$ cat config.mk
export PLATFORM = sky130hd
export DESIGN_NAME = crc_augmented_shift_8_16
export DESIGN_NICKNAME = d
export VERILOG_FILES = /design/src/rtl/core/cas_pkg.sv /design/src/rtl/core/cas_byte_shift.sv /design/src/rtl/core/cas_update.sv /design/src/rtl/core/crc_augmented_shift_8_16.sv
export SDC_FILE = /design/constraint.sdc
export NUM_CORES = 1
export LEC_CHECK = 0
export ABC_AREA = 1
export BUFFER_PORTS_ARGS = -buffer_cell sky130_fd_sc_hd__buf_2
export CAP_MARGIN = 5
export CELL_PAD_IN_SITES_DETAIL_PLACEMENT = 2
export CELL_PAD_IN_SITES_GLOBAL_PLACEMENT = 2
export CORE_MARGIN = 3
export CORE_UTILIZATION = 35
export CTS_BUF_LIST = sky130_fd_sc_hd__clkbuf_8
export CTS_CLUSTER_DIAMETER = 120
export DETAILED_ROUTE_END_ITERATION = 8
export PLACE_DENSITY_LB_ADDON = 0.2
export SLEW_MARGIN = 20
export SYNTH_ARGS = -nofsm -noshare
export SYNTH_HDL_FRONTEND = slang
export SYNTH_SLANG_ARGS = --single-unit
$ cat constraint.sdc
create_clock -name clk_i -period 12.35 [get_ports clk_i]
set_clock_uncertainty 0.2 [all_clocks]
set_input_delay 2.47 -clock clk_i [delete_from_list [all_inputs] [get_ports clk_i]]
set_output_delay 2.47 -clock clk_i [all_outputs]
set_load 0.01 [all_outputs]
$ cat src/rtl/core/cas_pkg.sv
// Package for the augmented CRC block: widths, register indices, reset
// values and the configuration and item structs. No dependencies.
`timescale 1ns / 1ps
`default_nettype none

package cas_pkg;

  localparam int unsigned CrcW    = 16;
  localparam int unsigned ByteW   = 8;
  localparam int unsigned CfgIdxW = 2;

  localparam logic [CfgIdxW-1:0] RegWidthMode = 2'd0;
  localparam logic [CfgIdxW-1:0] RegPolyValue = 2'd1;
  localparam logic [CfgIdxW-1:0] RegPadEnable = 2'd2;
  localparam logic [CfgIdxW-1:0] RegInitValue = 2'd3;

  localparam logic [CrcW-1:0] Top16     = 16'h8000;
  localparam logic [CrcW-1:0] Top8      = 16'h0080;
  localparam logic [CrcW-1:0] Mask16    = 16'hFFFF;
  localparam logic [CrcW-1:0] Mask8     = 16'h00FF;
  localparam logic [CrcW-1:0] PolyReset = 16'h1021;
  localparam logic [CrcW-1:0] InitReset = 16'h0000;

  typedef struct packed {
    logic            wide;
    logic [CrcW-1:0] poly;
    logic            pad;
    logic [CrcW-1:0] init;
  } cfg_t;

  typedef struct packed {
    logic [ByteW-1:0] data;
    logic             present;
    logic             first;
    logic             last;
  } item_t;

endpackage

`default_nettype wire

$ cat src/rtl/core/cas_byte_shift.sv
// Eight augmented CRC bit steps for one byte, MSB first, 8- or 16-bit mode.
// Depends on cas_pkg.
`timescale 1ns / 1ps
`default_nettype none

module cas_byte_shift (
  input  wire logic                       wide_i,
  input  wire logic [cas_pkg::CrcW-1:0]   poly_i,
  input  wire logic [cas_pkg::CrcW-1:0]   crc_i,
  input  wire logic [cas_pkg::ByteW-1:0]  byte_i,
  output logic      [cas_pkg::CrcW-1:0]   crc_o
);

  logic [cas_pkg::CrcW-1:0] mask;
  logic [cas_pkg::CrcW-1:0] top;
  logic [cas_pkg::CrcW-1:0] poly_m;

  assign mask   = wide_i ? cas_pkg::Mask16 : cas_pkg::Mask8;
  assign top    = wide_i ? cas_pkg::Top16 : cas_pkg::Top8;
  assign poly_m = poly_i & mask;

  always_comb begin
    logic [cas_pkg::CrcW-1:0] r;
    logic                     fb;
    r = crc_i;
    for (int k = cas_pkg::ByteW - 1; k >= 0; k--) begin
      fb = |(r & top);
      r  = {r[cas_pkg::CrcW-2:0], byte_i[k]} & mask;
      if (fb) begin
        r = r ^ poly_m;
      end
    end
    crc_o = r;
  end

endmodule

`default_nettype wire

$ cat src/rtl/core/cas_update.sv
// Next CRC register for one item: init load, data byte, then zero padding.
// Depends on cas_pkg and cas_byte_shift.
`timescale 1ns / 1ps
`default_nettype none

module cas_update (
  input  wire cas_pkg::cfg_t             cfg_i,
  input  wire cas_pkg::item_t            item_i,
  input  wire logic [cas_pkg::CrcW-1:0]  crc_i,
  output logic      [cas_pkg::CrcW-1:0]  crc_o
);

  logic [cas_pkg::CrcW-1:0] mask;
  logic [cas_pkg::CrcW-1:0] base;
  logic [cas_pkg::CrcW-1:0] data_shift;
  logic [cas_pkg::CrcW-1:0] after_data;
  logic [cas_pkg::CrcW-1:0] pad1;
  logic [cas_pkg::CrcW-1:0] pad2;
  logic [cas_pkg::CrcW-1:0] padded;

  assign mask = cfg_i.wide ? cas_pkg::Mask16 : cas_pkg::Mask8;
  assign base = (item_i.first ? cfg_i.init : crc_i) & mask;

  cas_byte_shift u_data (
    .wide_i (cfg_i.wide),
    .poly_i (cfg_i.poly),
    .crc_i  (base),
    .byte_i (item_i.data),
    .crc_o  (data_shift)
  );

  assign after_data = item_i.present ? data_shift : base;

  cas_byte_shift u_pad1 (
    .wide_i (cfg_i.wide),
    .poly_i (cfg_i.poly),
    .crc_i  (after_data),
    .byte_i ('0),
    .crc_o  (pad1)
  );

  cas_byte_shift u_pad2 (
    .wide_i (cfg_i.wide),
    .poly_i (cfg_i.poly),
    .crc_i  (pad1),
    .byte_i ('0),
    .crc_o  (pad2)
  );

  // two zero bytes in 16-bit mode, one in 8-bit mode
  assign padded = cfg_i.wide ? pad2 : pad1;
  assign crc_o  = (item_i.last && cfg_i.pad) ? padded : after_data;

endmodule

`default_nettype wire

$ cat src/rtl/core/crc_augmented_shift_8_16.sv
// Augmented bitwise CRC, 8/16-bit, MSB first, programmable polynomial.
// An accepted item passes the input register, then the result register, before it is valid.
// Throughput: one item per cycle unless the output stalls; crc_q feeds back combinationally.
// Reset: asynchronous, active low; registers return to 16-bit mode, poly 0x1021,
// padding on, init 0; CRC register cleared; both stages empty.
// Depends on cas_pkg and cas_update.
`timescale 1ns / 1ps
`default_nettype none

module crc_augmented_shift_8_16 (
  input  wire logic                          clk_i,
  input  wire logic                          rst_ni,
  input  wire logic                          cfg_we_i,
  input  wire logic [cas_pkg::CfgIdxW-1:0]   cfg_idx_i,
  input  wire logic [cas_pkg::CrcW-1:0]      cfg_data_i,
  input  wire logic                          in_valid_i,
  output logic                               in_ready_o,
  input  wire logic [cas_pkg::ByteW-1:0]     data_byte_i,
  input  wire logic                          byte_present_i,
  input  wire logic                          first_item_i,
  input  wire logic                          last_item_i,
  output logic                               out_valid_o,
  input  wire logic                          out_ready_i,
  output logic      [cas_pkg::CrcW-1:0]      crc_value_o,
  output logic                               final_flag_o
);

  cas_pkg::cfg_t            cfg_q;
  cas_pkg::item_t           item_q;
  logic                     item_valid_q;
  logic                     out_valid_q;
  logic                     final_q;
  logic [cas_pkg::CrcW-1:0] crc_q;
  logic [cas_pkg::CrcW-1:0] crc_d;
  logic                     advance;
  logic                     in_accept;

  assign advance    = item_valid_q && (!out_valid_q || out_ready_i);
  assign in_ready_o = !item_valid_q || advance;
  assign in_accept  = in_valid_i && in_ready_o;

  always_ff @(posedge clk_i or negedge rst_ni) begin
    if (!rst_ni) begin
      cfg_q.wide <= 1'b1;
      cfg_q.poly <= cas_pkg::PolyReset;
      cfg_q.pad  <= 1'b1;
      cfg_q.init <= cas_pkg::InitReset;
    end else if (cfg_we_i) begin
      case (cfg_idx_i)
        cas_pkg::RegWidthMode: cfg_q.wide <= cfg_data_i[0];
        cas_pkg::RegPolyValue: cfg_q.poly <= cfg_data_i;
        cas_pkg::RegPadEnable: cfg_q.pad  <= cfg_data_i[0];
        cas_pkg::RegInitValue: cfg_q.init <= cfg_data_i;
        default: ;
      endcase
    end
  end

  always_ff @(posedge clk_i or negedge rst_ni) begin
    if (!rst_ni) begin
      item_valid_q <= 1'b0;
    end else if (in_ready_o) begin
      item_valid_q <= in_valid_i;
    end
  end

  always_ff @(posedge clk_i) begin
    if (in_accept) begin
      item_q.data    <= data_byte_i;
      item_q.present <= byte_present_i;
      item_q.first   <= first_item_i;
      item_q.last    <= last_item_i;
    end
  end

  cas_update u_update (
    .cfg_i  (cfg_q),
    .item_i (item_q),
    .crc_i  (crc_q),
    .crc_o  (crc_d)
  );

  // the CRC register doubles as the result register
  always_ff @(posedge clk_i or negedge rst_ni) begin
    if (!rst_ni) begin
      out_valid_q <= 1'b0;
      crc_q       <= '0;
    end else begin
      if (advance) begin
        out_valid_q <= 1'b1;
        crc_q       <= crc_d;
      end else if (out_ready_i) begin
        out_valid_q <= 1'b0;
      end
    end
  end

  always_ff @(posedge clk_i) begin
    if (advance) begin
      final_q <= item_q.last;
    end
  end

  assign out_valid_o  = out_valid_q;
  assign crc_value_o  = crc_q;
  assign final_flag_o = final_q;

endmodule

`default_nettype wire

======== Yosys cells after proc, flatten, opt, wreduce, memory -nomap -nowiden ========
Cells that the tools add are included.
Widths: inputs -> output; s select.
cells by class
  bitwise gates (word level) .............. 74
  reduce and logical (&&, ||, !) cells .... 37
  multiplexer cells ....................... 32
  equality and inequality tests ........... 3
operators by type and width
  kind                count
  $and 16x16->16      50
  $mux 16             30
  $reduce_or 16->1    24
  $xor 16x16->16      24
  $reduce_and 2->1    4
  $eq 2x2->1 const B  2
  $logic_and 1x1->1   3
  $eq 2x1->1 const B  1
  $logic_not 1->1     2
  $logic_not 2->1     1
  $logic_or 1x1->1    2
  $mux 1              2
  $reduce_bool 2->1   1
storage, ports and cells
  flip-flop bits (word level) ............. 64
  output and inout port bits .............. 19
  input port bits ......................... 34

======== Longest topological paths before layout ========
Gate-level depths: netlist (run 1).
  word-level depth ........................ 77
  mapped depth ............................ 105

======== Cells and area by module ========
Synthesis (run 1) repeated with hierarchy kept, for this count alone.
second synthesis, totals
  cell total of the unflattened synthesis .. 2,330
  area total of the unflattened synthesis .. 13,565.5 um^2
by module, submodules not included
  module                    times used  seq. area each (um^2)  cells each  area each (um^2)
  cas_byte_shift            3           0.0                    628         3,309.4
  crc_augmented_shift_8_16  1           1,667.8                243         2,487.4
  cas_update                1           0.0                    203         1,149.9

======== Worst setup path before layout (run 1) ========
Ideal clock, no wire load.
  kind .................................... flip-flop to flip-flop
  start ................................... register item_q[1] (netlist name)
  end ..................................... register crc_q, in the netlist crc_value_o[6]
  setup time .............................. 116 ps
  cell stages (with the launch flop) ...... 79
  arrival ................................. 8,398 ps
  path slack .............................. 3,635 ps
  cell sequence ........................... edfxtp_1 buf_4 or2_2 nand3_1 xor2_2 xnor2_1 nand3_1 nand2_4 inv_2 nand3_1 nand2_2 o21ai_1 nand2_2 nand2_4 a21boi_4 nand2_2 nand3_4 nand2_4 (+43 left out) nand2_2 buf_6 nand3_2 nand2_4 nand2_4 nand2_4 nand3_4 nand2_4 nand2_2 nand2_2 nand2_4 buf_6 nand3_1 nand2_1 nand2_1 nand2_1 nand2_1 nand2_1
on the way
  longest elaborated chain between the ends .. 77
  elaborated cells on any way between the ends .. 125
  classes of those cells .................. mux (28); bitwise (73); reduce/logical (24)
ends and longest elaborated chain
  item                                                       RTL line                                    source
  from (decl)                                                crc_augmented_shift_8_16.sv:29              cas_pkg::item_t item_q;
  $mux 16 (*)                                                cas_update.sv:22                            assign base = (item_i.first ? cfg_i.init : crc_i) & mask;
  $and 16x16->16 (*)                                         cas_update.sv:22
  $and 16x16->16 (on tied branches)                          cas_byte_shift.sv:27, cas_byte_shift.sv:28
  $reduce_or 16->1 / $xor 16x16->16 (equally long branches)  cas_byte_shift.sv:27, cas_byte_shift.sv:30
  $mux 16                                                    cas_byte_shift.sv:29                        if (fb) begin
  $and 16x16->16 (on tied branches)                          cas_byte_shift.sv:27, cas_byte_shift.sv:28
  $reduce_or 16->1 / $xor 16x16->16 (equally long branches)  cas_byte_shift.sv:27, cas_byte_shift.sv:30
  $mux 16                                                    cas_byte_shift.sv:29
  (+61 left out)                                             --
  $and 16x16->16 (on tied branches)                          cas_byte_shift.sv:27, cas_byte_shift.sv:28
  $reduce_or 16->1 / $xor 16x16->16 (equally long branches)  cas_byte_shift.sv:27, cas_byte_shift.sv:30
  $mux 16                                                    cas_byte_shift.sv:29
  $and 16x16->16 (on tied branches)                          cas_byte_shift.sv:27, cas_byte_shift.sv:28
  $reduce_or 16->1 / $xor 16x16->16 (equally long branches)  cas_byte_shift.sv:27, cas_byte_shift.sv:30
  $mux 16                                                    cas_byte_shift.sv:29
  $mux 16                                                    cas_update.sv:51                            assign padded = cfg_i.wide ? pad2 : pad1;
  $mux 16 (*)                                                cas_update.sv:52                            assign crc_o = (item_i.last && cfg_i.pad) ? padded : after_data;
  to (signal assigned)                                       crc_augmented_shift_8_16.sv:91              crc_q <= crc_d;
  to (decl)                                                  crc_augmented_shift_8_16.sv:33              logic [cas_pkg::CrcW-1:0] crc_q;
Mark *: on every way between the ends. The rest lies on a longest branch, timed or not.
A chain may end at the register's enable or synchronous reset.

======== Worst setup path in the final report (run 1) ========
  start ................................... register cfg_q[33] (netlist name)
  end ..................................... register crc_q, in the netlist crc_value_o[11]
on the way
  longest elaborated chain between the ends .. 77
  elaborated cells on any way between the ends .. 127
  classes of those cells .................. mux (29); bitwise (74); reduce/logical (24)
ends and longest elaborated chain
  item                                                       RTL line                                    source
  from (decl)                                                crc_augmented_shift_8_16.sv:28              cas_pkg::cfg_t cfg_q;
  $mux 16                                                    cas_byte_shift.sv:18, cas_update.sv:21
  $and 16x16->16                                             cas_update.sv:22
  $and 16x16->16 (on tied branches)                          cas_byte_shift.sv:27, cas_byte_shift.sv:28
  $reduce_or 16->1 / $xor 16x16->16 (equally long branches)  cas_byte_shift.sv:27, cas_byte_shift.sv:30
  $mux 16                                                    cas_byte_shift.sv:29
  $and 16x16->16 (on tied branches)                          cas_byte_shift.sv:27, cas_byte_shift.sv:28
  $reduce_or 16->1 / $xor 16x16->16 (equally long branches)  cas_byte_shift.sv:27, cas_byte_shift.sv:30
  $mux 16                                                    cas_byte_shift.sv:29
  (+61 left out)                                             --
  $and 16x16->16 (on tied branches)                          cas_byte_shift.sv:27, cas_byte_shift.sv:28
  $reduce_or 16->1 / $xor 16x16->16 (equally long branches)  cas_byte_shift.sv:27, cas_byte_shift.sv:30
  $mux 16                                                    cas_byte_shift.sv:29
  $and 16x16->16 (on tied branches)                          cas_byte_shift.sv:27, cas_byte_shift.sv:28
  $reduce_or 16->1 / $xor 16x16->16 (equally long branches)  cas_byte_shift.sv:27, cas_byte_shift.sv:30
  $mux 16                                                    cas_byte_shift.sv:29
  $mux 16                                                    cas_update.sv:51
  $mux 16 (*)                                                cas_update.sv:52
Marked as above.

==> results of run 1 <==
## routing by layer
layer / vias up / global-route usage / wire length [µm]
met4: 2 / 0.0973 / 2680
met3: 158 / 0.0487 / 3720
met1: 7950 / 0.439 / 30000
met5: - / 0 / 13
li1: 7241 / - / -
met2: 466 / 0.554 / 30800
## area by class of cell
cell class / instances / area (µm²) / area share
diodes: 1 / 2.50 / 0.000176
repair buffers: 127 / 866 / 0.0608
inverters: 149 / 574 / 0.0403
well taps: 468 / 586 / 0.0411
clock inverters: 7 / 103 / 0.00720
multi-input cells: 1953 / 10300 / 0.725
clock buffers: 9 / 124 / 0.00869
flip-flops and latches: 64 / 1670 / 0.117
## critical path, delay by kind of cell, from the launching register on
family / cells / cell delay (ns)
AND/OR/NAND/NOR: 50 / 6.97
buffers and inverters: 12 / 1.58
AO/OA/AOI/OAI: 7 / 1.36
XOR/XNOR: 4 / 0.87
flip-flops: 1 / 0.63
## Yosys cell counts (3+ instances only)
master / number / share of area
nor2_1: 94 / 0.027
o21ai_2: 5 / 0.0033
inv_1: 124 / 0.036
nand4_1: 14 / 0.0067
nand3b_1: 5 / 0.0029
nand2_4: 49 / 0.042
o21bai_1: 5 / 0.0029
clkinv_1: 4 / 0.0011
inv_4: 3 / 0.0014
nand3_2: 24 / 0.018
buf_4: 10 / 0.0057
edfxtp_1: 12 / 0.028
or2_1: 8 / 0.0038
clkbuf_4: 3 / 0.0017
xor2_1: 98 / 0.066
o21ai_1: 9 / 0.0034
a21oi_1: 19 / 0.0073
clkbuf_8: 15 / 0.016
xnor2_2: 3 / 0.0037
clkbuf_1: 32 / 0.0092
buf_6: 23 / 0.020
inv_2: 15 / 0.0043
nand3_4: 15 / 0.020
buf_1: 14 / 0.0040
nor2_2: 4 / 0.0019
nand3_1: 360 / 0.14
xnor2_1: 58 / 0.039
xor2_2: 3 / 0.0037
nand2_2: 97 / 0.046
dfrtp_1: 47 / 0.090
buf_2: 4 / 0.0015
dfstp_2: 5 / 0.010
nand2_1: 989 / 0.28
o21ai_0: 76 / 0.029
## cell families (layout without fill, tap and decap cells)
kind of cell	after synthesis	in the layout	share of synthesized area
AND/OR/NAND/NOR	1666	1667	0.597
buffers and inverters	253	292	0.104
other	0	1	0
XOR/XNOR	165	165	0.118
flip-flops	64	64	0.128
AO/OA/AOI/OAI	121	121	0.0526
## worst max path at each step
stage	startpoint	to	slack (ns)	cells after the start
2_1_floorplan	item_q[1]$_DFFE_PP_	crc_value_o[6]$_DFFE_PN0P_	3.64	78
3_3_place_gp	cfg_q[33]$_DFFE_PN1P_	crc_value_o[8]$_DFFE_PN0P_	-0.02	67
3_5_place_dp	cfg_q[33]$_DFFE_PN1P_	crc_value_o[8]$_DFFE_PN0P_	-0.69	67
4_1_cts	item_q[1]$_DFFE_PP_	crc_value_o[8]$_DFFE_PN0P_	0.11	78
5_1_grt	cfg_q[33]$_DFFE_PN1P_	crc_value_o[11]$_DFFE_PN0P_	-0.19	85
6_report	cfg_q[33]$_DFFE_PN1P_	crc_value_o[11]$_DFFE_PN0P_	0.58	73
## per-stage QoR
step / area (µm²) / cells / setup TNS, ns / hold WS, ns
floorplan: 13100 / 2269 / 0 / 0.227
global placement: 13500 / 2732 / -0.0307 / 0.232
detailed placement: 13500 / 2732 / -9.83 / 0.242
CTS: 13800 / 2757 / 0 / 0.262
global route: 14200 / 2777 / -1.42 / 0.311
finish: 14300 / 2778 / 0 / 0.306
## repair_timing
item | 4_1_cts | 5_1_grt
setup endpoints to repair | 16 | 16
gates cloned | 0 | 1
gates resized for setup | 8 | 39
buffers inserted | 9 | 19
pin swaps | 2 | 5
## flip-flops by register name (all words and copies together), names as in the netlist
name,count
cfg_q,34
crc_value_o,16
item_q,11
final_flag_o,1
item_valid_q,1
out_valid_o,1
==> reports/qor.yml, run 1 <==
run_status:
  status: "completed"
detailed_routing:
  wl_per_cell_um: 24.2
  detail_route.iter0.violations: 1056
  drcViolationCount: 0
  antenna_left: 0
  wirelength_um: 67200
  drt-pass1-iter-count: 5
  vias_per_cell: 5.69
  vias: 15800
clock_tree:
  cts_sinks: 64
  clk_pin_slew_worst_paths_ns: 0.10
  insertion_delay_ns: 0.41
  hold_buffers: 0
  root_buffer: "clkbuf_8"
  htree_levels: 3
  cts_buffers: 9
  cts_tree: "yes"
  ctsLongestPathBuffers: 2
worst_setup_path:
  reg2reg_depth: 73
  cp_slowest_stage_delay_ns: 0.63
  required_ns: 12.48
  r2r_slack_ns: 0.58
  r2r-start: "cfg_q[33]$_DFFE_PN1P_"
  r2r_end: "crc_value_o[11]$_DFFE_PN0P_"
  path_class: "reg -> reg"
  cp-end-kind: "flip-flop"
  cpMostUsedCell: "nand2_2"
  startpoint_type: "flip-flop"
  cp_max_fo: 18
  cpMaxStageDelayCell: "dfstp_2"
  worst_ep_arrival_time_ns: 11.90
synth:
  synthArstFlopShare: 0.813
  syn_inst: 2269
  synthesis.area_um2: 13100
  ys_ff_latch: 64
  yosysWarnings: 0
  synth-main-ff-cell: "dfrtp_1"
  synth_cell_types: 52
  syn_nets: 2303
  syn_avg_cell_area_um2: 5.76
  synth_edf_count: 12
  yosysSeqAreaShare: 0.128
floorplanning:
  row_count: 70
  die_area_um2: 39700
  die_h_um: 199
  ios: 53
  die_w_um: 199
  core_area_um2: 36700
  initial_core_util: 0.356
placement:
  dp_worst_setup_slack_ns: -0.691
  io_buffer_count: 52
  place_congestion: 0.914
  dp_hpwl_um: 49000
timing:
  max_slew.worst_pin.slew_ns: 1.00
  max_slew_margin: 0.332
  fin_crit_ns: 11.77
  setup_viol: 0
  fin_crit_sh: 0.953
  drv_slew: 0
  setup_slack_ns: 0.580
  hold_viol: 0
  timing.fmax_ghz: 0.0850
finish:
  layout-drive-gt1-share: 0.173
  syn_to_final_growth_pct: 9.01
  final_core_util: 0.388
  mostFrequentLayoutCell: "nand2_1"
  fin_nets: 2338
  fillers: 4753
  final_cell_mix: "986 x nand2_1, 354 x nand3_1, 124 x inv_1, 97 x xor2_1, 93 x nor2_1"
run:
  cap_violations: 0
min_path:
  min_path_type: "reg -> reg"
  hp-start: "cfg_q[9]$_DFFE_PN0P_"
  holdPathStages: 2
  hold_end: "cfg_q[9]$_DFFE_PN0P_"
grt:
  grt_max_degree: 53
  grt_pass1_wl_um: 101000
  overflow: 0
  grtUsageTotal: 0.330
  antenna_found_initial: 1
  grt_pass1_vias: 16600
Power of run 1 is not shown: default switching activity piles up to over one toggle a cycle in this logic, so the estimate is an artifact.
==> run 2, diff against run 1 <==
--- a/config.mk
+++ b/config.mk
@@ -5,13 +5,13 @@
 export SDC_FILE = /design/constraint.sdc
 export NUM_CORES = 1
 export LEC_CHECK = 0
-export ABC_AREA = 1
+export ABC_AREA = 0
 export BUFFER_PORTS_ARGS = -buffer_cell sky130_fd_sc_hd__buf_2
 export CAP_MARGIN = 5
 export CELL_PAD_IN_SITES_DETAIL_PLACEMENT = 2
 export CELL_PAD_IN_SITES_GLOBAL_PLACEMENT = 2
 export CORE_MARGIN = 3
-export CORE_UTILIZATION = 35
+export CORE_UTILIZATION = 39
 export CTS_BUF_LIST = sky130_fd_sc_hd__clkbuf_8
 export CTS_CLUSTER_DIAMETER = 120
 export DETAILED_ROUTE_END_ITERATION = 8
==> run 2 against run 1 <==
The run now fails in global routing (5_1_grt). Synthesized cell count fell by 20%. Area after synthesis up 3.3%.
==> reports/qor.yml, run 2 <==
synth:
  synth-main-ff-cell: "dfrtp_1"
  synth_top_cell_area_share: 0.171
  synth_area_leader_cell: "xnor2_1"
  synthArstFlopShare: 0.813
  ys_top_cells_by_area: "xnor2_1 17%, dfrtp_1 8.7%, nand2_1 7.1%, xor2_1 4.3%, nor2_1 4.0%"
  synth_edf_count: 12
  yosysWarnings: 0
  yosysSeqAreaShare: 0.123
  syn_nets: 1851
  syn_avg_cell_area_um2: 7.43
  ys_ff_latch: 64
  synth_cell_types: 113
  synth_most_common_cell: "xnor2_1"
  syn_inst: 1817
  synthesis.area_um2: 13500
  yosys-top-cells-count: "264 x xnor2_1, 254 x nand2_1, 145 x nor2_1"
floorplanning:
  ios: 53
  die_w_um: 192
  row_count: 67
  initial_core_util: 0.399
  die_h_um: 192
clock_tree:
  cts_buffers: 9
  root_buffer: "clkbuf_8"
  htree_levels: 3
  ctsLongestPathBuffers: 2
  cts_sinks: 64
run_status:
  first-error: "[ERROR GRT-0232] Routing congestion too high. Check the congestion heatmap in the GUI."
  status: "aborted with a tool error"
  lastStage: "global routing (5_1_grt)"
placement:
  place_congestion: 0.959
  io_buffer_count: 52
  dp_hpwl_um: 57100
grt:
  overflow: 476
  grt_max_degree: 53
  antenna_found_initial: 18
  grtUsageTotal: 0.889
timing:
  crit_endpoint: "crc_value_o[6]$_DFFE_PN0P_/D"
  worst-ep-kind: "register data pin"
-- run 2: metrics by stage --
| stage | instances | worst slack, ns | instance area (µm²) | hold slack [ns] |
|---|---|---|---|---|
| 2_1_floorplan | 1817 | 1.02 | 13500 | 0.242 |
| 3_3_place_gp | 2374 | -0.394 | 15200 | 0.262 |
| 3_5_place_dp | 2374 | -1.04 | 15200 | 0.275 |
| 4_1_cts | 2425 | -0.0135 | 16400 | 0.305 |
-- run 2: logic make-up after synthesis --
group | Yosys count | synth area share
buffers and inverters | 150 | 0.0469
XOR/XNOR | 357 | 0.256
flip-flops | 64 | 0.123
AND/OR/NAND/NOR | 697 | 0.249
multiplexers | 88 | 0.0722
AO/OA/AOI/OAI | 461 | 0.253
-- run 2: timing repair --
item | in CTS
cloned | 1
endpoints found under the hold margin | 0
endpoints found under the setup margin | 16
pin swaps | 38
buffers inserted | 34
hold buffers | 0
gates resized for setup | 126
-- run 2: per-layer routing --
| layer | global-route usage | overflow |
|---|---|---|
| met5 | 0.580 | 9 |
| met4 | 0.934 | 233 |
| met3 | 0.804 | 15 |
| met2 | 0.980 | 198 |
| met1 | 0.874 | 21 |
==> run 3, diff against run 2 <==
--- a/config.mk
+++ b/config.mk
@@ -8,14 +8,10 @@
 export ABC_AREA = 0
 export BUFFER_PORTS_ARGS = -buffer_cell sky130_fd_sc_hd__buf_2
 export CAP_MARGIN = 5
-export CELL_PAD_IN_SITES_DETAIL_PLACEMENT = 2
-export CELL_PAD_IN_SITES_GLOBAL_PLACEMENT = 2
 export CORE_MARGIN = 3
-export CORE_UTILIZATION = 39
-export CTS_BUF_LIST = sky130_fd_sc_hd__clkbuf_8
-export CTS_CLUSTER_DIAMETER = 120
+export CORE_UTILIZATION = 40
 export DETAILED_ROUTE_END_ITERATION = 8
-export PLACE_DENSITY_LB_ADDON = 0.2
+export PLACE_DENSITY_LB_ADDON = 0.15
 export SLEW_MARGIN = 20
 export SYNTH_ARGS = -nofsm -noshare
 export SYNTH_HDL_FRONTEND = slang
==> run 3 against run 2 <==
The run now ends clean. Synthesized cell count unchanged. Area after synthesis unchanged.
==> reports/qor.yml, run 3 <==
finish:
  layout-drive-gt1-share: 0.290
  syn_to_final_growth_pct: 26.5
  final_cell_mix: "252 x nand2_1, 251 x xnor2_1, 245 x buf_4, 143 x nor2_1, 65 x nand3_1"
  antenna_cells: 0
  final_core_util: 0.519
  mostFrequentLayoutCell: "nand2_1"
  fin_nets: 2043
  largest_reg_flops: 34
  top_register: "cfg_q"
  fin_area_um2: 17100
synth:
  synthesis.area_um2: 13500
  synthArstFlopShare: 0.813
  yosysSeqAreaShare: 0.123
  synth_cell_types: 113
  yosys-top-cells-count: "264 x xnor2_1, 254 x nand2_1, 145 x nor2_1"
  synth_edf_count: 12
  ys_top_cells_by_area: "xnor2_1 17%, dfrtp_1 8.7%, nand2_1 7.1%, xor2_1 4.3%, nor2_1 4.0%"
  syn_nets: 1851
  syn_inst: 1817
  synth_area_leader_cell: "xnor2_1"
  syn_avg_cell_area_um2: 7.43
  synth_top_cell_area_share: 0.171
  ys_ff_latch: 64
  yosysWarnings: 0
  synth-main-ff-cell: "dfrtp_1"
  synth_most_common_cell: "xnor2_1"
grt:
  grt_pass1_wl_um: 90500
  grt_use_met2: 0.502
  busiest_layer: "met2"
  grt_max_degree: 53
  grt_use_met3: 0.0573
  grtUsageTotal: 0.330
  overflow: 0
  antenna_found_initial: 1
  use_met1: 0.476
  grt_pass1_vias: 14200
floorplanning:
  die_area_um2: 36000
  initial_core_util: 0.410
  row_count: 66
  die_h_um: 190
  die_w_um: 190
  ios: 53
  core_area_um2: 32900
placement:
  io_buffer_count: 52
  dp_hpwl_um: 46400
  place_congestion: 0.959
  dp_worst_setup_slack_ns: -0.231
  dpl_cell_area_um2: 15400
worst_setup_path:
  startpoint_type: "flip-flop"
  cpMaxStageDelayCell: "mux4_2"
  cp_slowest_stage_delay_ns: 0.67
  required_ns: 12.35
  critPathTopFamily: "compound AO/OA/AOI/OAI gates"
  worst_ep_arrival_time_ns: 12.10
  path_class: "reg -> reg"
  r2r_slack_ns: 0.25
  cp-end-kind: "flip-flop"
  cp_num_buf_inv: 8
  cp_max_fo: 11
  cpMostUsedCell: "buf_4"
clock_tree:
  cts_sinks: 64
  ctsLongestPathBuffers: 2
  cts_buffers: 9
  cts_tree: "yes"
  root_buffer: "clkbuf_16"
  htree_levels: 3
  clk_pin_slew_worst_paths_ns: 0.06
  insertion_delay_ns: 0.33
detailed_routing:
  vias_per_cell: 6.28
  antenna_left: 0
  drcViolationCount: 0
  detail_route.iter0.violations: 1829
  drt-pass1-iter-count: 6
  vias: 15400
  wirelength_um: 62300
  wl_per_cell_um: 25.4
timing:
  fin_crit_sh: 0.980
  max_slew.worst_pin.slew_ns: 1.13
  fin_crit_ns: 12.10
  drv_slew: 0
  timing.fmax_ghz: 0.0826
  setup_slack_ns: 0.248
  hold_viol: 0
  max_slew_margin: 0.246
  setup_viol: 0
min_path:
  min_path_type: "reg -> reg"
run:
  cap_violations: 0
run_status:
  status: "completed"
[run 3: cell counts after synthesis]
No cell type changed its count.
[run 3: path summary, 6_finish.rpt]
path | startpoint | to | cells past startpoint
setup / recovery | item_q[1]$_DFFE_PP_ | crc_value_o[6]$_DFFE_PN0P_ | 47
hold / removal | item_q[0]$_DFFE_PP_ | final_flag_o$_DFFE_PP_ | 0
setup reg to reg | item_q[1]$_DFFE_PP_ | crc_value_o[6]$_DFFE_PN0P_ | 47
hold reg to reg | item_q[0]$_DFFE_PP_ | final_flag_o$_DFFE_PP_ | 0
max in group asynchronous | rst_ni | cfg_q[24]$_DFFE_PN0P_ | 2
min in group asynchronous | rst_ni | item_valid_q$_DFFE_PN0N_ | 2
[run 3: cell families (layout without fill, tap and decap cells)]
logic type,count (synthesis),count (layout),share of synthesized area
muxes,88,89,0.0722
buffers and inverters,150,345,0.0469
and+or+nand+nor,697,697,0.249
xor gates and xnor gates,357,357,0.256
AOI/OAI and AO/OA,461,462,0.253
DFF,64,64,0.123
[run 3: repair_timing]
item | CTS | global route
endpoints found under the setup margin | 13 | 16
gates resized for setup | 10 | 184
buffers inserted | 0 | 41
pin swaps | 1 | 57
endpoints found under the hold margin | 0 | 0
cloned | 0 | 2
hold buffers | 0 | 0
[run 3: layer usage]
metal / share of wire / vias to the layer above
met5: 0.00030 / -
met2: 0.43 / 838
met1: 0.43 / 7477
met3: 0.10 / 138
li1: - / 6968
met4: 0.038 / 2
[run 3: cell type report]
class	count	area (µm²)
flip-flops and latches	64	1670
clock buffers	12	246
well taps	442	553
multi-input cells	1605	12200
repair buffers	305	2220
inverters	24	90.1
clock inverters	4	70.1
fillers	3191	15900
[run 3: through the flow]
step                      instances  TNS (ns)  hold slack, ns
final                          2456         0           0.275
after global routing           2456     -1.63           0.304
after CTS                      2413         0           0.274
after detailed placement       2397    -0.963           0.265
after global placement         2397    -0.124           0.256
after floorplan                1817         0           0.242
Power of run 3 is left out for the same reason.
